--- config.mk ---
export PLATFORM = sky130hd
export DESIGN_NAME = audio_clock_divider_search
export DESIGN_NICKNAME = d
export VERILOG_FILES = /design/src/acd_pkg.sv /design/src/acd_div.sv /design/src/audio_clock_divider_search.sv
export SDC_FILE = /design/constraint.sdc
export NUM_CORES = 1
export LEC_CHECK = 0
export ABC_AREA = 1
export BUFFER_PORTS_ARGS = -buffer_cell sky130_fd_sc_hd__buf_2
export CAP_MARGIN = 25
export CORE_UTILIZATION = 49
export DETAILED_ROUTE_END_ITERATION = 6
export PLACE_DENSITY = 0.68
export SYNTH_ARGS = -nofsm -noshare
export SYNTH_HDL_FRONTEND = slang
export SYNTH_HIERARCHICAL = 1
export SYNTH_SLANG_ARGS = --single-unit
--- constraint.sdc ---
create_clock -name clk -period 3.8 [get_ports clk]
set_input_delay 0.38 -clock clk [delete_from_list [all_inputs] [get_ports clk]]
set_output_delay 0.38 -clock clk [all_outputs]
set_load 0.005 [all_outputs]
--- src/acd_pkg.sv ---
package acd_pkg;

	// Source clock and quotient width
	localparam int SRC_W = 30;
	// Bit clock target: 19-bit rate, x2 stereo, x64 width factor
	localparam int TGT_W = 26;
	localparam int BITS_W = 6;
	localparam int RATE_W = 19;
	localparam int PRE_OUT_W = 3;
	localparam int DIV_OUT_W = 6;

	localparam logic [SRC_W-1:0] SRC_CLK_RESET = 30'd786480000;

	// Target bit clock: rate, doubled for stereo, then x16/x32/x64 by width class.
	// Widths above 32 get no width factor.
	function automatic logic [TGT_W-1:0] target_clock(
		input logic [BITS_W-1:0] bits,
		input logic [RATE_W-1:0] rate,
		input logic              stereo
	);
		logic [TGT_W-1:0] t;
		t = TGT_W'(rate);
		if (stereo) begin
			t = t << 1;
		end
		if (bits <= BITS_W'(8)) begin
			t = t << 4;
		end else if (bits <= BITS_W'(16)) begin
			t = t << 5;
		end else if (bits <= BITS_W'(32)) begin
			t = t << 6;
		end
		return t;
	endfunction

endpackage

--- src/acd_div.sv ---
module acd_div import acd_pkg::*; #(
	parameter int DEN_W = 25
) (
	input  logic             clk,
	input  logic             arst_n,
	input  logic             start,
	input  logic [SRC_W-1:0] dividend,
	input  logic [DEN_W-1:0] divisor,
	output logic             done,
	output logic [SRC_W-1:0] quotient
);

	localparam int CNT_W = $clog2(SRC_W + 1);

	logic             busy_q;
	logic             done_q;
	logic [CNT_W-1:0] cnt_q;
	logic [DEN_W-1:0] rem_q;
	logic [DEN_W-1:0] div_q;
	logic [SRC_W-1:0] quo_q;

	// restoring step: shift in next dividend bit, subtract if it fits
	logic [DEN_W:0] trial;
	logic           fits;

	assign trial = {rem_q, quo_q[SRC_W-1]};
	assign fits  = trial >= {1'b0, div_q};

	always_ff @(posedge clk or negedge arst_n) begin
		if (!arst_n) begin
			busy_q <= 1'b0;
			done_q <= 1'b0;
			cnt_q  <= '0;
		end else begin
			done_q <= 1'b0;
			if (start) begin
				busy_q <= 1'b1;
				cnt_q  <= '0;
			end else if (busy_q) begin
				cnt_q <= cnt_q + 1'b1;
				if (cnt_q == CNT_W'(SRC_W - 1)) begin
					busy_q <= 1'b0;
					done_q <= 1'b1;
				end
			end
		end
	end

	always_ff @(posedge clk) begin
		if (start) begin
			rem_q <= '0;
			div_q <= divisor;
			quo_q <= dividend;
		end else if (busy_q) begin
			rem_q <= fits ? DEN_W'(trial - {1'b0, div_q}) : DEN_W'(trial);
			quo_q <= {quo_q[SRC_W-2:0], fits};
		end
	end

	assign done     = done_q;
	assign quotient = quo_q;

endmodule

--- src/audio_clock_divider_search.sv ---
// Audio bit-clock divider search. Each input beat (sample_bits, sample_rate,
// is_stereo) asks for the pre-divider and main divider settings that bring
// the source clock (cfg register, reset 786480000 Hz) closest to the bit
// clock rate x (2 if stereo) x 16/32/64. Candidates run pre-divider outermost,
// then main divider, then bit divider 1..BIT_DIV_MAX; the candidate clock is
// source / (2 * bitdiv * (main+1) * (pre+1)), which equals the chained floor
// divisions. An exact hit stops the search; otherwise the first candidate with
// strictly smallest error below the target wins, and 0/0 comes back when none
// does. Timing: one shared restoring divider, one quotient bit per cycle;
// each candidate starts it in S_START and waits for its done in S_WAIT, and
// an exact hit cuts the search short. The block takes one beat at a time:
// in_stall stays high from acceptance until the result beat is taken.
// Write cfg only while idle; the result holds on out_stall.
module audio_clock_divider_search import acd_pkg::*; #(
	parameter int PRE_DIV_MAX = 7,
	parameter int DIV_MAX     = 63,
	parameter int BIT_DIV_MAX = 7
) (
	input  logic                 clk,
	input  logic                 arst_n,
	input  logic                 cfg_wr_en,
	input  logic [SRC_W-1:0]     cfg_wr_data,
	input  logic                 in_valid,
	output logic                 in_stall,
	input  logic [BITS_W-1:0]    sample_bits,
	input  logic [RATE_W-1:0]    sample_rate,
	input  logic                 is_stereo,
	output logic                 out_valid,
	input  logic                 out_stall,
	output logic [PRE_OUT_W-1:0] pre_divider,
	output logic [DIV_OUT_W-1:0] main_divider,
	output logic                 exact_hit
);

	localparam int PRE_W = $clog2(PRE_DIV_MAX + 1);
	localparam int DV_W  = $clog2(DIV_MAX + 1);
	localparam int BD_W  = $clog2(BIT_DIV_MAX + 1);
	// (pre+1)*(main+1) and the full divisor 2*bd*(pre+1)*(main+1)
	localparam int PD_W  = $clog2((PRE_DIV_MAX + 1) * (DIV_MAX + 1) + 1);
	localparam int DEN_W = $clog2(2 * BIT_DIV_MAX * (PRE_DIV_MAX + 1) * (DIV_MAX + 1) + 1);

	localparam logic [1:0] S_IDLE  = 2'd0;
	localparam logic [1:0] S_START = 2'd1;
	localparam logic [1:0] S_WAIT  = 2'd2;
	localparam logic [1:0] S_OUT   = 2'd3;

	logic [1:0]       state_q;
	logic [SRC_W-1:0] src_clk_q;

	// search counters; pd_q = (pre+1)*(main+1), den_q = 2*bd*pd_q, kept by adds
	logic [PRE_W-1:0] pre_q;
	logic [DV_W-1:0]  dv_q;
	logic [BD_W-1:0]  bd_q;
	logic [PD_W-1:0]  pd_q;
	logic [DEN_W-1:0] den_q;

	logic [TGT_W-1:0] target_q;
	logic [SRC_W-1:0] best_err_q;
	logic [PRE_W-1:0] best_pre_q;
	logic [DV_W-1:0]  best_dv_q;
	logic             exact_q;

	logic             div_start;
	logic             div_done;
	logic [SRC_W-1:0] cand;

	acd_div #(
		.DEN_W(DEN_W)
	) u_div (
		.clk      (clk),
		.arst_n   (arst_n),
		.start    (div_start),
		.dividend (src_clk_q),
		.divisor  (den_q),
		.done     (div_done),
		.quotient (cand)
	);

	assign div_start = state_q == S_START;

	logic [SRC_W-1:0] tgt_ext;
	logic [SRC_W-1:0] err;
	logic             hit;
	logic [PD_W-1:0]  pd_dv_inc;
	logic [PD_W-1:0]  pd_pre_inc;

	assign tgt_ext    = SRC_W'(target_q);
	assign hit        = cand == tgt_ext;
	assign err        = (tgt_ext > cand) ? tgt_ext - cand : cand - tgt_ext;
	// next main divider: pd += pre+1; next pre-divider: pd = pre+2
	assign pd_dv_inc  = PD_W'(pd_q + PD_W'(pre_q) + PD_W'(1));
	assign pd_pre_inc = PD_W'(PD_W'(pre_q) + PD_W'(2));

	always_ff @(posedge clk or negedge arst_n) begin
		if (!arst_n) begin
			state_q   <= S_IDLE;
			src_clk_q <= SRC_CLK_RESET;
		end else begin
			if (cfg_wr_en) begin
				src_clk_q <= cfg_wr_data;
			end
			case (state_q)
				S_IDLE: begin
					if (in_valid) begin
						state_q <= S_START;
					end
				end
				S_START: begin
					state_q <= S_WAIT;
				end
				S_WAIT: begin
					if (div_done) begin
						if (hit) begin
							state_q <= S_OUT;
						end else if (bd_q != BD_W'(BIT_DIV_MAX) || dv_q != DV_W'(DIV_MAX)
								|| pre_q != PRE_W'(PRE_DIV_MAX)) begin
							state_q <= S_START;
						end else begin
							state_q <= S_OUT;
						end
					end
				end
				S_OUT: begin
					if (!out_stall) begin
						state_q <= S_IDLE;
					end
				end
				default: begin
					state_q <= S_IDLE;
				end
			endcase
		end
	end

	always_ff @(posedge clk) begin
		if (state_q == S_IDLE && in_valid) begin
			target_q   <= target_clock(sample_bits, sample_rate, is_stereo);
			best_err_q <= SRC_W'(target_clock(sample_bits, sample_rate, is_stereo));
			best_pre_q <= '0;
			best_dv_q  <= '0;
			exact_q    <= 1'b0;
			pre_q      <= '0;
			dv_q       <= '0;
			bd_q       <= BD_W'(1);
			pd_q       <= PD_W'(1);
			den_q      <= DEN_W'(2);
		end else if (state_q == S_WAIT && div_done) begin
			if (hit) begin
				best_pre_q <= pre_q;
				best_dv_q  <= dv_q;
				exact_q    <= 1'b1;
			end else if (err < best_err_q) begin
				best_err_q <= err;
				best_pre_q <= pre_q;
				best_dv_q  <= dv_q;
			end
			// step bit divider, then main divider, then pre-divider
			if (bd_q != BD_W'(BIT_DIV_MAX)) begin
				bd_q  <= bd_q + 1'b1;
				den_q <= DEN_W'(den_q + (DEN_W'(pd_q) << 1));
			end else if (dv_q != DV_W'(DIV_MAX)) begin
				dv_q  <= dv_q + 1'b1;
				bd_q  <= BD_W'(1);
				pd_q  <= pd_dv_inc;
				den_q <= DEN_W'(pd_dv_inc) << 1;
			end else if (pre_q != PRE_W'(PRE_DIV_MAX)) begin
				pre_q <= pre_q + 1'b1;
				dv_q  <= '0;
				bd_q  <= BD_W'(1);
				pd_q  <= pd_pre_inc;
				den_q <= DEN_W'(pd_pre_inc) << 1;
			end
		end
	end

	assign in_stall     = state_q != S_IDLE;
	assign out_valid    = state_q == S_OUT;
	assign pre_divider  = PRE_OUT_W'(best_pre_q);
	assign main_divider = DIV_OUT_W'(best_dv_q);
	assign exact_hit    = exact_q;

endmodule

Word level (Yosys, flattened, before mapping)

Cells that the tools add are included.

Add/sub/neg operators: 11
$lt $le $gt $ge: 6
Equality and inequality tests: 12
Muxes and demuxes: 40
Bitwise gates (word level): 3
Reduce and logical (&&, ||, !) cells: 20

Operators with widths:

| kind                  | count |
|---|---|
| $mux 26               | 7 |
| $mux 30               | 3 |
| $mux 13               | 4 |
| $eq 30x26->1          | 1 |
| $gt 26x30->1          | 1 |
| $lt 30x30->1          | 1 |
| $sub 26x30->30        | 1 |
| $sub 30x26->30        | 1 |
| $mux 6                | 4 |
| $mux 10               | 2 |
| $mux 20               | 1 |
| $mux 3                | 5 |
| $ge 14x13->1          | 1 |
| $add 13x11->13        | 1 |
| $sub 13x13->13        | 1 |
| $reduce_and 3->1      | 4 |
| $reduce_bool 2->1     | 6 |
| $add 10x1->10 const B | 1 |
| $add 10x3->10         | 1 |
| $mux 2                | 5 |
| $mux 5                | 2 |
| $pmux 2 s4            | 1 |
| $add 3x1->3 const B   | 2 |
| $add 6x1->6 const B   | 1 |
| 20 further kinds      | 35 |

Register bits: 196
Output and inout bits: 12
Logic and storage cells: 111

Logic depth before layout (Yosys ltp)

Depth in word-level cells: 7
Depth in mapped cells: 30
Depth with buffers taken out: 27

Cells and area by module

The synthesis kept the hierarchy.

By module, submodules not included:

| module                     | times used | cells each | area each (µm²) |
|---|---|---|---|
| audio_clock_divider_search | 1          | 1821       | 12096.6 |
| acd_div                    | 1          | 440        | 3573.4 |

Worst setup path before layout

OpenSTA, ideal clock, no wires.

Path type: flip-flop to flip-flop
From: register target_q[0]
To: register best_err_q[0] (enable)
Arrival time: 3465 ps
Required time: 3362 ps
Path slack: -103 ps
Cell stages (with the launch flop): 26
Buffers on the path: 2
Clock period less this slack: 3903 ps
Cells stage by stage: edfxtp_1 inv_1 ha_1 inv_1 fa_1 nand2_1 nand3_2 nand2_1 nand2_2 nand2_2 nand2_2 nand2_4 buf_6 buf_12 nand2_4 nand2_1 inv_1 ha_1 nand4_1 or2_2 nand2_1 nand2_1 nand2_1 nand2_1 nand3b_1 nand2_1

Word-level cells in the longest chain between the ends: 5
Elaborated cells between the ends (all ways): 9

Ends and longest elaborated chain:

| what                                   | RTL line                          | source |
|---|---|---|
| start, declared                        | audio_clock_divider_search.sv:57  | `logic [TGT_W-1:0] target_q;` |
| start signal, assigned                 | audio_clock_divider_search.sv:137 | `target_q <= target_clock(sample_bits, sample_rate, is_stereo);` |
| $sub 30x26->30 (tied with other cells) | audio_clock_divider_search.sv:89  | `assign err = (tgt_ext > cand) ? tgt_ext - cand : cand - tgt_ext;` |
| $mux 30                                | audio_clock_divider_search.sv:89  |  |
| $lt 30x30->1                           | audio_clock_divider_search.sv:152 | `end else if (err < best_err_q) begin` |
| $reduce_bool 2->1 (no line)            | n/a                               |  |
| $reduce_and 3->1 (no line) *           | n/a                               |  |
| end signal, assigned                   | audio_clock_divider_search.sv:138 | `best_err_q <= SRC_W'(target_clock(sample_bits, sample_rate, is_stereo));` |
| end signal, assigned                   | audio_clock_divider_search.sv:153 | `best_err_q <= err;` |
| end, declared                          | audio_clock_divider_search.sv:58  | `logic [SRC_W-1:0] best_err_q;` |

Every way passes the cells marked *; elsewhere a longest branch is shown, timed or not.
A chain may end at the register's enable or synchronous reset.

Final worst setup path

From: register u_div.quo_q[19], in the netlist u_div/quotient[19]
To: register best_err_q[3] (enable)

Word-level cells in the longest chain between the ends: 5
Elaborated cells between the ends (all ways): 9

Ends and longest elaborated chain:

| what                                   | RTL line                          | source |
|---|---|---|
| start, declared                        | acd_div.sv:20                     | `logic [SRC_W-1:0] quo_q;` |
| start signal, assigned                 | acd_div.sv:53                     | `quo_q <= dividend;` |
| start signal, assigned                 | acd_div.sv:56                     | `quo_q <= {quo_q[SRC_W-2:0], fits};` |
| $sub 30x26->30 (tied with other cells) | audio_clock_divider_search.sv:89  |  |
| $mux 30 *                              | audio_clock_divider_search.sv:89  |  |
| named net err[29]                      | audio_clock_divider_search.sv:82  | `logic [SRC_W-1:0] err;` |
| $lt 30x30->1 *                         | audio_clock_divider_search.sv:152 |  |
| $reduce_bool 2->1 (no line) *          | n/a                               |  |
| $reduce_and 3->1 (no line) *           | n/a                               |  |

The timed path passes the listed nets; every way through them passes the cells marked *.

==> results.sh <==
export IMPL_dr_total_vias=14900
export IMPL_period_minus_slack_ns=3.77
export IMPL_antenna_cells=0
export IMPL_rsz0062_at_grt="yes"
export IMPL_endpoint_kind="flip-flop"
export IMPL_avgSynthCellArea_um2=6.93
export IMPL_fillers=2843
export IMPL_overflow=0
export IMPL_min_path_type="in -> async"
export IMPL_synth_top_area_share_pct=18.2
export IMPL_htreeDepth=4
export IMPL_die_area_um2=32700
export IMPL_first_pass_iters=5
export IMPL_fin_skew_ns=0.0145
export IMPL_p_switching_mw=8.77
export IMPL_finalSetupViolations=0
export IMPL_fp_dieH_um=181
export IMPL_fin_nets=2572
export IMPL_p_leak_nw=9.65
export IMPL_status="finished clean"
export IMPL_syn_num_nets=2442
export IMPL_path_clk_slew_ns=0.08
export IMPL_clock_sinks=195
export IMPL_wirelength_um=46700
export IMPL_cts_buffers=17
export IMPL_cts_buffer_depth=2
export IMPL_synthFlopType="edfxtp_1"
export IMPL_ys_ff_latch=195
export IMPL_synth_distinct_cells=58
export IMPL_cts_tree="built"
export IMPL_ios=73
export IMPL_start_util_pct=49.8
export IMPL_grt_pass1_wl_um=70600
export IMPL_wl_per_cell_um=16.6
export IMPL_hold_violations=0
export IMPL_synth_area_leaders="edfxtp_1 18%, nand2_1 18%, inv_1 9.8%"
export IMPL_drive_above_1_share_pct=21.6
export IMPL_track_usage_pct=27.5
export IMPL_clk_latency_ns=0.46
export IMPL_p_clk_share_pct=10.9
export IMPL_async_flop_share_pct=20.0
export IMPL_grt_pass1_vias=13600
export IMPL_yosysTopAreaCell="edfxtp_1"
export IMPL_final_max_slew_viol_count=0
export IMPL_core_um2=31500
export IMPL_cap_violations=0
export IMPL_multi_input_area_um2=9770
export IMPL_fin_area_um2=18800
export IMPL_reg2reg_depth=21
export IMPL_cts_root_buf="clkbuf_16"
export IMPL_synth_area_um2=15700
export IMPL_cts_hold_buf=0
export IMPL_worstPathMaxFanout=7
export IMPL_cp_start_kind="flip-flop"
export IMPL_synth_warnings=6
export IMPL_path_class="reg -> reg"
export IMPL_synthTopCellsByCount="753 x nand2_1, 410 x inv_1, 128 x nand3_1"
export IMPL_worst_pin_slew_ns=0.920
export IMPL_final_seq_area_um2=5070
export IMPL_drt_iter0_drc=1207
export IMPL_power_frac_seq_pct=19.6
export IMPL_worstPathArrival_ns=4.01
export IMPL_power_density_nw_per_um2=927
export IMPL_hpwl_um=35700
export IMPL_grt_max_degree=63
export IMPL_yosysMostFrequentCell="nand2_1"
export IMPL_slew_headroom_pct=38.7
export IMPL_place_congestion=1.05
export IMPL_finalPower_mw=17.4
export IMPL_required_ns=4.03
export IMPL_peakVddDrop_v=0.000446
export IMPL_ys_seq_area_share_pct=32.3
export IMPL_fin_util_pct=59.8
export IMPL_antenna_left=0
export IMPL_drc=0
export IMPL_fmax_mhz=265
export IMPL_antenna_found_initial=0
export IMPL_finalCritPeriodShare_pct=99.3
export IMPL_synth_edff_count=95
export IMPL_dpl_cell_area_um2=16700
export IMPL_rows=65
export IMPL_p_int_mw=8.66
export IMPL_vias_per_cell=5.31
export IMPL_syn_inst=2261
export IMPL_hold_slack_ns=0.0327
export IMPL_swShare_pct=50.3
export IMPL_syn2layout_area_growth_pct=20.0
export IMPL_fp_dieW_um=181
export IMPL_power_frac_comb_pct=69.6
export IMPL_portBuffers=72
-- registers in the layout, indices dropped and copies added, names as in the netlist --
name / count
bd_q: 3
best_err_q: 30
den_q: 12
dv_q: 6
exact_hit: 1
main_divider: 6
pd_q: 10
pre_divider: 3
pre_q: 3
src_clk_q: 30
state_q: 2
target_q: 26
u_div/busy_q: 1
u_div/cnt_q: 5
u_div/div_q: 13
u_div/done: 1
u_div/quotient: 30
u_div/rem_q: 13
-- critical path: stages, from the launching register on --
cell	delay (ns)
edfxtp_1	0.46
ha_4	0.26
buf_4	0.16
nand2_1	0.06
nand2_1	0.08
a21oi_2	0.14
nand2_1	0.10
a21oi_2	0.23
nand2_4	0.14
nand2_8	0.15
buf_12	0.13
nand3_2	0.08
and2_4	0.18
ha_4	0.27
nand2_2	0.05
nor2_2	0.09
nand4_1	0.16
nor2_2	0.16
nand2_2	0.12
nand3b_1	0.19
nand2_4	0.13
clkbuf_16	0.20
-- path summary, 6_finish.rpt --
path	start	to	slack, ns
worst max-delay path	u_div/quotient[19]	best_err_q[3]	0.03
worst min-delay path	arst_n	src_clk_q[5]	0.03
worst max register to register	u_div/quotient[19]	best_err_q[3]	0.03
worst min register to register	den_q[12]	u_div/div_q[12]	0.44
max in group asynchronous	arst_n	src_clk_q[14]	3.22
min in group clk	cfg_wr_data[18]	src_clk_q[18]	0.16
-- stage by stage --
step	std cells	setup slack [ns]	TNS (ns)
floorplan	2261	0.148	0
global placement	2738	-0.0596	-1.57
detailed placement	2738	-0.0764	-2.44
CTS	2770	-0.00433	-0.0284
global route	2806	-0.103	-2.55
finish	2806	0.0256	0
-- power by group through the flow --
stage | logic (mW) | registers (mW) | clock network (mW)
2_1_floorplan | 7.03 | 3.32 | 0
3_3_place_gp | 9.55 | 3.37 | 0
3_5_place_dp | 9.71 | 3.40 | 0
4_1_cts | 9.77 | 3.36 | 1.92
5_1_grt | 13.4 | 3.48 | 1.99
6_report | 12.1 | 3.41 | 1.89
-- layout by cell type (no fill, tap or decap), types with 5 or more instances in the layout --
cell type / n
nand3b_1: 13
a22oi_1: 14
xor2_2: 7
o211ai_1: 14
buf_2: 72
a21oi_1: 86
nor2_4: 17
nand2_4: 20
nand2_2: 57
mux2_2: 30
o21ai_1: 5
edfxtp_1: 95
dfrtp_1: 25
nand4_1: 41
clkinv_8: 5
o21ai_0: 66
a21oi_2: 30
nand3_4: 5
xor2_1: 23
nor2_2: 19
buf_4: 79
xnor2_1: 10
dfstp_2: 14
dfxtp_1: 61
nand3_1: 116
nor2_1: 99
o21a_1: 5
nor3_1: 9
clkbuf_16: 23
inv_1: 392
nand3_2: 26
ha_1: 73
ha_4: 38
inv_2: 26
nand2_1: 709
-- layout make-up --
cell class | instances | share of cell area, %
Multi-Input combinational cell | 1588 | 51.9
Sequential cell | 195 | 26.9
Inverter | 421 | 8.48
Timing Repair Buffer | 166 | 6.61
Tap cell | 402 | 2.67
Clock buffer | 17 | 2.26
Clock inverter | 15 | 0.978
Timing Repair inverter | 2 | 0.146
-- kinds of logic after synthesis --
family                     share of synthesized area (%)
adders and majority gates                           9.82
and+or+nand+nor                                     32.1
buffers and inverters                               12.1
muxes                                               2.35
other                                             0.0239
AOI/OAI and AO/OA                                   8.94
DFF                                                 32.3
xor gates and xnor gates                            2.29
-- routing by layer --
layer  wire, um  vias up  part of all wire (%)  track usage (%)
li1           -     7398                     -                -
met1      22500     6940                    48             40.8
met2      19700      512                    42             41.1
met3       3450       54                   7.4             4.41
met4        999        0                   2.1             7.35
met5          0        -                     0                0
-- repair_timing --
item	CTS	global route
setup endpoints to repair	39	39
pin swaps	0	59
setup buffers	0	27
resized for setup	4	218
gates cloned	0	9
Power figures use the tool's default switching activity.
